==> config.mk <==
export PLATFORM = sky130hd
export DESIGN_NAME = sac_way_cmp
export DESIGN_NICKNAME = d
export VERILOG_FILES = /design/src/rtl/sac_pkg.sv /design/src/rtl/sac_way_cmp.sv
export SDC_FILE = /design/constraint.sdc
export NUM_CORES = 1
export LEC_CHECK = 0
export BUFFER_PORTS_ARGS = -buffer_cell sky130_fd_sc_hd__clkbuf_2
export CAP_MARGIN = 20
export CELL_PAD_IN_SITES_DETAIL_PLACEMENT = 1
export CELL_PAD_IN_SITES_GLOBAL_PLACEMENT = 2
export CORE_MARGIN = 2
export CORE_UTILIZATION = 14
export CTS_BUF_LIST = sky130_fd_sc_hd__clkbuf_8
export DETAILED_ROUTE_END_ITERATION = 10
export PLACE_DENSITY_LB_ADDON = 0.1
export SETUP_SLACK_MARGIN = 0.2
export SYNTH_ARGS = -nofsm -noshare
export SYNTH_HDL_FRONTEND = slang
export SYNTH_SLANG_ARGS = --single-unit
==> constraint.sdc <==
create_clock -name i_clk -period 1.8 [get_ports i_clk]
set_input_delay 0.36 -clock i_clk [delete_from_list [all_inputs] [get_ports i_clk]]
set_output_delay 0.36 -clock i_clk [all_outputs]
set_load 0.01 [all_outputs]
==> src/rtl/sac_pkg.sv <==
// Shared types, constants and helpers of the set-associative LRU cache tag store.
`timescale 1ns / 1ps
package sac_pkg;

    // default sizing
    localparam int DEF_MAX_SETS = 256;
    localparam int DEF_MAX_WAYS = 4;
    localparam int ADDR_WIDTH   = 32;

    // field widths
    localparam int CMD_W    = 1;
    localparam int ADDR_W   = 32;
    localparam int OP_W     = 32;
    localparam int TAG_W    = 32;
    localparam int SET_IDX_W = 8;
    localparam int WAY_OUT_W = 2;
    localparam int OUTC_W   = 2;
    localparam int COST_W   = 8;
    localparam int PADDR_W  = 4;
    localparam int PDATA_W  = 32;

    localparam logic [ADDR_W-1:0] ADDR_MASK = (ADDR_WIDTH >= ADDR_W) ? {ADDR_W{1'b1}} :
        ADDR_W'((64'd1 << ADDR_WIDTH) - 64'd1);

    // commands
    localparam logic CMD_READ  = 1'b0;
    localparam logic CMD_WRITE = 1'b1;

    // register indexes
    localparam logic [1:0] REG_SET_BITS   = 2'd0;
    localparam logic [1:0] REG_BLOCK_BITS = 2'd1;
    localparam logic [1:0] REG_WAYS       = 2'd2;

    // access cost
    localparam int MISS_PENALTY = 100;
    localparam logic [COST_W-1:0] COST_HIT   = COST_W'(1);
    localparam logic [COST_W-1:0] COST_CLEAN = COST_W'(MISS_PENALTY + 1);
    localparam logic [COST_W-1:0] COST_DIRTY = COST_W'(2 * MISS_PENALTY + 1);

    typedef enum logic [OUTC_W-1:0] {
        OUT_HIT        = 2'd0,
        OUT_CLEAN_MISS = 2'd1,
        OUT_DIRTY_MISS = 2'd2
    } t_outcome;

    typedef enum logic [2:0] {
        ST_CLEAR,
        ST_IDLE,
        ST_SPLIT,
        ST_SCAN,
        ST_UPDATE
    } t_state;

    // sequencer -> way compare unit
    typedef struct packed {
        logic step;
        logic start;
    } t_scan_ctl;

    function automatic logic [COST_W-1:0] f_cost(input t_outcome outc);
        logic [COST_W-1:0] c;
        case (outc)
            OUT_HIT:        c = COST_HIT;
            OUT_CLEAN_MISS: c = COST_CLEAN;
            OUT_DIRTY_MISS: c = COST_DIRTY;
            default:        c = COST_HIT;
        endcase
        return c;
    endfunction

endpackage

==> src/rtl/sac_way_cmp.sv <==
// Shared way compare unit: one way per step, tag match and lowest-rank tracking.
`timescale 1ns / 1ps
module sac_way_cmp import sac_pkg::*; #(
    parameter int MAX_WAYS = DEF_MAX_WAYS,
    localparam int WAY_W = (MAX_WAYS > 1) ? $clog2(MAX_WAYS) : 1
) (
    input  logic             i_clk,
    input  logic             i_rst_n,
    input  t_scan_ctl        i_ctl,
    input  logic [WAY_W-1:0] i_idx,
    input  logic             i_valid,
    input  logic [TAG_W-1:0] i_tag,
    input  logic [WAY_W-1:0] i_rank,
    input  logic [TAG_W-1:0] i_key,
    output logic             o_match,
    output logic             o_hit,
    output logic [WAY_W-1:0] o_way
);

    logic             r_hit;
    logic [WAY_W-1:0] r_way;
    logic [WAY_W-1:0] r_best_rank;
    logic             w_match;
    logic             w_lower;

    assign w_match = i_valid && (i_tag == i_key);
    // strict less: ties keep the lower-numbered way
    assign w_lower = i_rank < r_best_rank;

    always_ff @(posedge i_clk) begin
        if (!i_rst_n) begin
            r_hit <= 1'b0;
        end else if (i_ctl.step) begin
            if (i_ctl.start) begin
                r_hit <= w_match;
            end else if (w_match) begin
                r_hit <= 1'b1;
            end
        end
    end

    always_ff @(posedge i_clk) begin
        if (i_ctl.step) begin
            if (i_ctl.start || w_match || w_lower) begin
                r_way <= i_idx;
            end
            if (i_ctl.start || w_lower) begin
                r_best_rank <= i_rank;
            end
        end
    end

    assign o_match = w_match;
    assign o_hit   = r_hit;
    assign o_way   = r_way;

endmodule

=== Yosys cells after proc, flatten, opt, wreduce, memory -nomap -nowiden ===
Cells that the tools add are included.

* Input port bits: 73
* Output and inout bits: 4
* Register bits: 5
* Logic and storage cells: 15

* Equal/unequal tests: 1
* Reductions and logical operators: 8
* Muxes and demuxes: 2
* Order comparisons: 1

{| class="wikitable"
|+ Operators with widths
! kind !! count
|-
| == test 32 bit || 1
|-
| AND reduction 2 bit || 3
|-
| logical OR 1 bit || 3
|-
| < comparator 2 bit || 1
|-
| 2-to-1 mux 1 bit || 2
|-
| nonzero test 2 bit || 1
|-
| logical AND 1 bit || 1
|}

=== Longest topological paths before layout ===
* Depth after elaboration: 5
* Gate-level depth with buffers: 5
* Gate-level depth less buffers: 5

=== Worst setup path after synthesis ===
No wires, ideal clock.

* Kind: input -> register
* Start point: in i_key[7]
* End point: reg r_way[0], in the netlist o_way[0] (enable)
* Data required time: 1,484 ps
* Setup slack: 241 ps
* Arrival: 1,244 ps
* Setup time: 316 ps
* Path buffers: 0
* Cell stages on the path: 5
* Cell sequence: xnor2_1 nand4_1 nor4_2 nand4b_1 a21oi_1

* Cells in the longest elaborated chain, start to end: 5

{| class="wikitable"
|+ Ends and longest elaborated chain
! what !! line !! RTL
|-
| from (decl) || sac_way_cmp.sv:14 || <nowiki>input logic [TAG_W-1:0] i_key,</nowiki>
|-
| == test 32 bit || sac_way_cmp.sv:26 || <nowiki>assign w_match = i_valid && (i_tag == i_key);</nowiki>
|-
| logical AND 1 bit || sac_way_cmp.sv:26 ||
|-
| logical OR 1 bit (2 in series) || sac_way_cmp.sv:44 || <nowiki>if (i_ctl.start || w_match || w_lower) begin</nowiki>
|-
| AND reduction 2 bit (no line) || - ||
|-
| to (signal assigned) || sac_way_cmp.sv:45 || <nowiki>r_way <= i_idx;</nowiki>
|-
| to (decl) || sac_way_cmp.sv:21 || <nowiki>logic [WAY_W-1:0] r_way;</nowiki>
|}

Every way passes these cells.
A chain may end at the register's enable or synchronous reset.

=== Worst setup path in the final report ===
* Start point: in i_key[27]
* End point: out o_match

* Cells in the longest elaborated chain, start to end: 2

{| class="wikitable"
|+ Ends and longest elaborated chain
! what !! line !! RTL
|-
| == test 32 bit || sac_way_cmp.sv:26 ||
|-
| logical AND 1 bit || sac_way_cmp.sv:26 ||
|-
| to (decl) || sac_way_cmp.sv:15 || <nowiki>output logic o_match,</nowiki>
|}

Every way passes these cells.

==> impl.org <==
** Status
- The flow ran to the end, and the final reports show no timing, DRC or antenna violations.

** Global routing
- GR Overflow Total :: 0
- Global routing consumed, over all layers together, 8.61% of the routing resources.
- The first global-routing pass estimated 3010 µm of wire.
- Antenna violations before repair :: 0
- Entering global routing, the biggest net connects 4 pins.
- Via count of the first global-routing pass :: between 700 and 800

** Power and ir drop
- Reported leakage power :: about 0.55 nW
- Power density of the placed cells :: 459 mW/mm²
- Highest ir drop seen on vdd :: between 100 and 150 µV
- Summing internal, switching and leakage power gives 0.527 mW.

** Run
- # Max-Cap Violations :: 0

** Drt
- The routed design has just under 2000 µm of wire.
- In the final routed layout, each cell accounts on average for 9.92 µm.
- After detailed routing, the number of vias per cell comes to 3.75.
- Number of vias in the routed layout :: 739
- First DRT Iteration DRCs :: 9
- The first detailed-routing pass took 4 iterations.
- For this run, design rule violations remaining after detail routing come to 0.
- Count of antenna-violating nets left after detailed routing :: 0

** Final layout
- Count of placed standard cells in the final layout, fillers left out :: between 150 and 200
- Area of all sequential standard cells :: 140 µm²
- The multi-input combinational cells in the finished layout cover a total of approximately 470 µm².
- Count of nets after finishing :: 222
- Ratio of cells with drive above 1 in the final layout :: between 60 and 70%
- The layout has 503 filler cells.
- From synthesis to final layout, the design area changed by 101%.
- Number of inserted diodes :: 0
- Non-Filler Cell Area, Final :: 0.00115 mm²

** CTS
- H-tree level count :: 1
- In this run the clock root is driven by a sky130_fd_sc_hd__clkbuf_8.
- After clock tree synthesis, the clock-pin slew on the worst setup and hold paths is 0.03 ns.
- Clock latency on the worst-skew pair, taken at its later pin, is 0.22 ns.
- Inserted Clock Buffers :: 3
- The clock passes through at most 2 buffers.
- The tree built by TritonCTS fans out to 5 sinks.
- Clock tree from TritonCTS :: done
- In this run, post-CTS hold repair placed 0 buffers.

** Floorplanning
- Top-level port count :: 77
- The initialized floorplan defines 23 standard-cell rows.
- CORE AREA :: 0.00397 mm²
- Once the floorplan was initialized, standard cells occupied 14.4% of the core.
- The die covers 0.00461 mm².
- Die height :: ~68 µm
- Measured along the x axis, the die boundary spans 67.9 µm.

** Placement
- HPWL after DPL :: 1880 µm
- Count of port buffers added during placement :: 76
- Global placement routability congestion :: between 0.6 and 0.7
- The number of placed instances, taps included, is 190.
- In this run the cell area measured after placement is 0.00101 mm².
- Post-placement worst setup slack :: -0.0845 ns

** Min path
- In this run the worst hold path is classified as input port to flip-flop.
- For hold timing, the worst endpoint is o_way[1]$_DFFE_PP_.
- The worst hold path begins at i_idx[1].
- Counting instances, the worst hold path has a depth of 1.

** Timing
- The final number of max-transition violations is 0.
- Tmin final :: roughly 1.7 ns
- Of the available clock period, the critical path in the final layout requires 96.0%.
- The clock arrives with 0.00192 ns of skew.
- RSZ-0062 raised after global routing :: yes
- In this run the tightest slew margin relative to its limit is 82.2%.
- The final number of hold-violating endpoints is 0.
- Slack of the critical path :: 0.0720 ns
- For the pin with the worst max-slew slack, the measured transition is between 0.2 and 0.3 ns.
- Final setup violating endpoints :: 0
- Highest achievable clock rate :: between 0.5 and 0.6 GHz

** Setup path
- Largest fanout on the critical path :: 2
- Setup slack of the worst register-to-register path :: 0.50 ns
- Critical Path End Type :: output pin
- At the worst endpoint, the required time is 1.44 ns.
- The setup path with the least slack is of type input port to output pin.
- Worst Reg-to-Reg Cells :: 5
- The startpoint identified for the worst register-to-register timing path is r_best_rank[1]$_DFFE_PP_.
- End of the worst register-to-register path :: o_way[0]$_DFFE_PP_
- CP Data Arrival Time :: 1.37 ns
- Kind of launch point of the worst setup path :: input port
- Worst Setup SP :: i_key[27]

** Logic synthesis
- In this run the cell area of the synthesized design comes to 572 µm².
- Each instance of the synthesized netlist takes up on average 8.93 µm².
- Cell count after synthesis :: 64
- Synthesis-stage register bit count :: 5
- Share of the yosys chip area belonging to registers :: between 20% and 30%
- Synthesized Nets :: approximately 140
- Synthesis warning total :: 0
- Number of library cell types mapped by synthesis :: 14
[where the power goes]
group          total (mW)  switching, mW  leakage [nW]  internal [mW]
clock network       0.197         0.0511        0.0269          0.146
registers           0.134        0.00147        0.0463          0.133
logic               0.195         0.0720         0.478          0.123
[worst max path at each step]
stage          cells past startpoint                  to
6_report                           7             o_match
5_1_grt                            7             o_match
4_1_cts                            7             o_match
3_5_place_dp                       6  o_way[0]$_DFFE_PP_
3_3_place_gp                       6  o_way[0]$_DFFE_PP_
2_1_floorplan                      5  o_way[0]$_DFFE_PP_
[cells by family after synthesis]
| logic type | share of synthesized area, % |
|---|---|
| AOI/OAI and AO/OA | 2.63 |
| xor gates and xnor gates | 49.0 |
| adders and majority gates | 2.19 |
| buffers and inverters | 1.31 |
| DFF | 24.5 |
| and+or+nand+nor | 20.3 |
[cell usage in the layout, fill, tap and decap left out]
| cell | count |
|---|---|
| sky130_fd_sc_hd__clkbuf_2 | 73 |
| sky130_fd_sc_hd__xnor2_1 | 27 |
| sky130_fd_sc_hd__nand4_1 | 7 |
| sky130_fd_sc_hd__xnor2_2 | 5 |
| sky130_fd_sc_hd__nor2_1 | 5 |
| sky130_fd_sc_hd__edfxtp_1 | 4 |
| sky130_fd_sc_hd__nand3_1 | 3 |
| sky130_fd_sc_hd__nand2_1 | 3 |
| sky130_fd_sc_hd__inv_1 | 3 |
| sky130_fd_sc_hd__clkbuf_8 | 3 |
| sky130_fd_sc_hd__buf_6 | 2 |
| sky130_fd_sc_hd__buf_4 | 2 |
| sky130_fd_sc_hd__nor4_2 | 1 |
| sky130_fd_sc_hd__nand2b_1 | 1 |
| sky130_fd_sc_hd__a21oi_1 | 1 |
| sky130_fd_sc_hd__nand4b_1 | 1 |
| sky130_fd_sc_hd__a21oi_2 | 1 |
| sky130_fd_sc_hd__o21ai_2 | 1 |
| sky130_fd_sc_hd__ha_1 | 1 |
| sky130_fd_sc_hd__buf_8 | 1 |
| sky130_fd_sc_hd__dfxtp_1 | 1 |
| sky130_fd_sc_hd__buf_2 | 1 |
[registers in the layout, summed over array words and instances, names as in the netlist]
register	flops
o_hit	1
o_way	2
r_best_rank	2
[through the flow]
| step | hold slack, ns | setup TNS (ns) | util [%] |
|---|---|---|---|
| final | 0.322 | 0 | 28.9 |
| after global routing | 0.328 | -0.0439 | 28.9 |
| after CTS | 0.318 | 0 | 27.3 |
| after detailed placement | 0.469 | -0.175 | 25.6 |
| after global placement | 0.469 | -0.0484 | 25.6 |
| after floorplan | 0.459 | 0 | - |
[critical path: stages]
cell and delay, ns:
sky130_fd_sc_hd__clkbuf_2 0.10, sky130_fd_sc_hd__xnor2_2 0.14, sky130_fd_sc_hd__nand4_1 0.12, sky130_fd_sc_hd__nor4_2 0.31, sky130_fd_sc_hd__nand3_1 0.11, sky130_fd_sc_hd__nor2_1 0.09
sky130_fd_sc_hd__buf_2 0.14
[cells in the mapped netlist]
master,instances,share of area [%]
sky130_fd_sc_hd__nor4_2,1,2.2
sky130_fd_sc_hd__dfxtp_1,1,3.5
sky130_fd_sc_hd__nor2_1,5,3.3
sky130_fd_sc_hd__nand4b_1,1,1.5
sky130_fd_sc_hd__nand2_1,3,2.0
sky130_fd_sc_hd__xnor2_1,32,49
sky130_fd_sc_hd__edfxtp_1,4,21
sky130_fd_sc_hd__inv_1,2,1.3
sky130_fd_sc_hd__nand3_1,3,2.6
sky130_fd_sc_hd__nand2b_1,1,1.1
sky130_fd_sc_hd__ha_1,1,2.2
sky130_fd_sc_hd__a21oi_1,2,1.8
sky130_fd_sc_hd__o21ai_1,1,0.87
sky130_fd_sc_hd__nand4_1,7,7.7
[layout make-up]
class,count,share of cell area (%)
multi-input cells,57,40.9
well taps,50,5.45
repair buffers,79,36.9
flip-flops and latches,5,12.2
inverters,2,0.654
clock buffers,3,3.60
clock inverters,1,0.327
[metal layers]
metal,up-vias,share of wire (%),track usage (%)
met4,0,1.1,3.75
met3,4,9.9,2.63
met5,-,0,0
met1,313,34,8.80
met2,37,55,16.1
li1,385,-,-
[timing repair]
item,4_1_cts,5_1_grt
buffers inserted,2,1
setup endpoints to repair,3,4
pin swaps,3,3
resized for setup,2,12
Note: power is estimated with default switching activity, not from simulation.
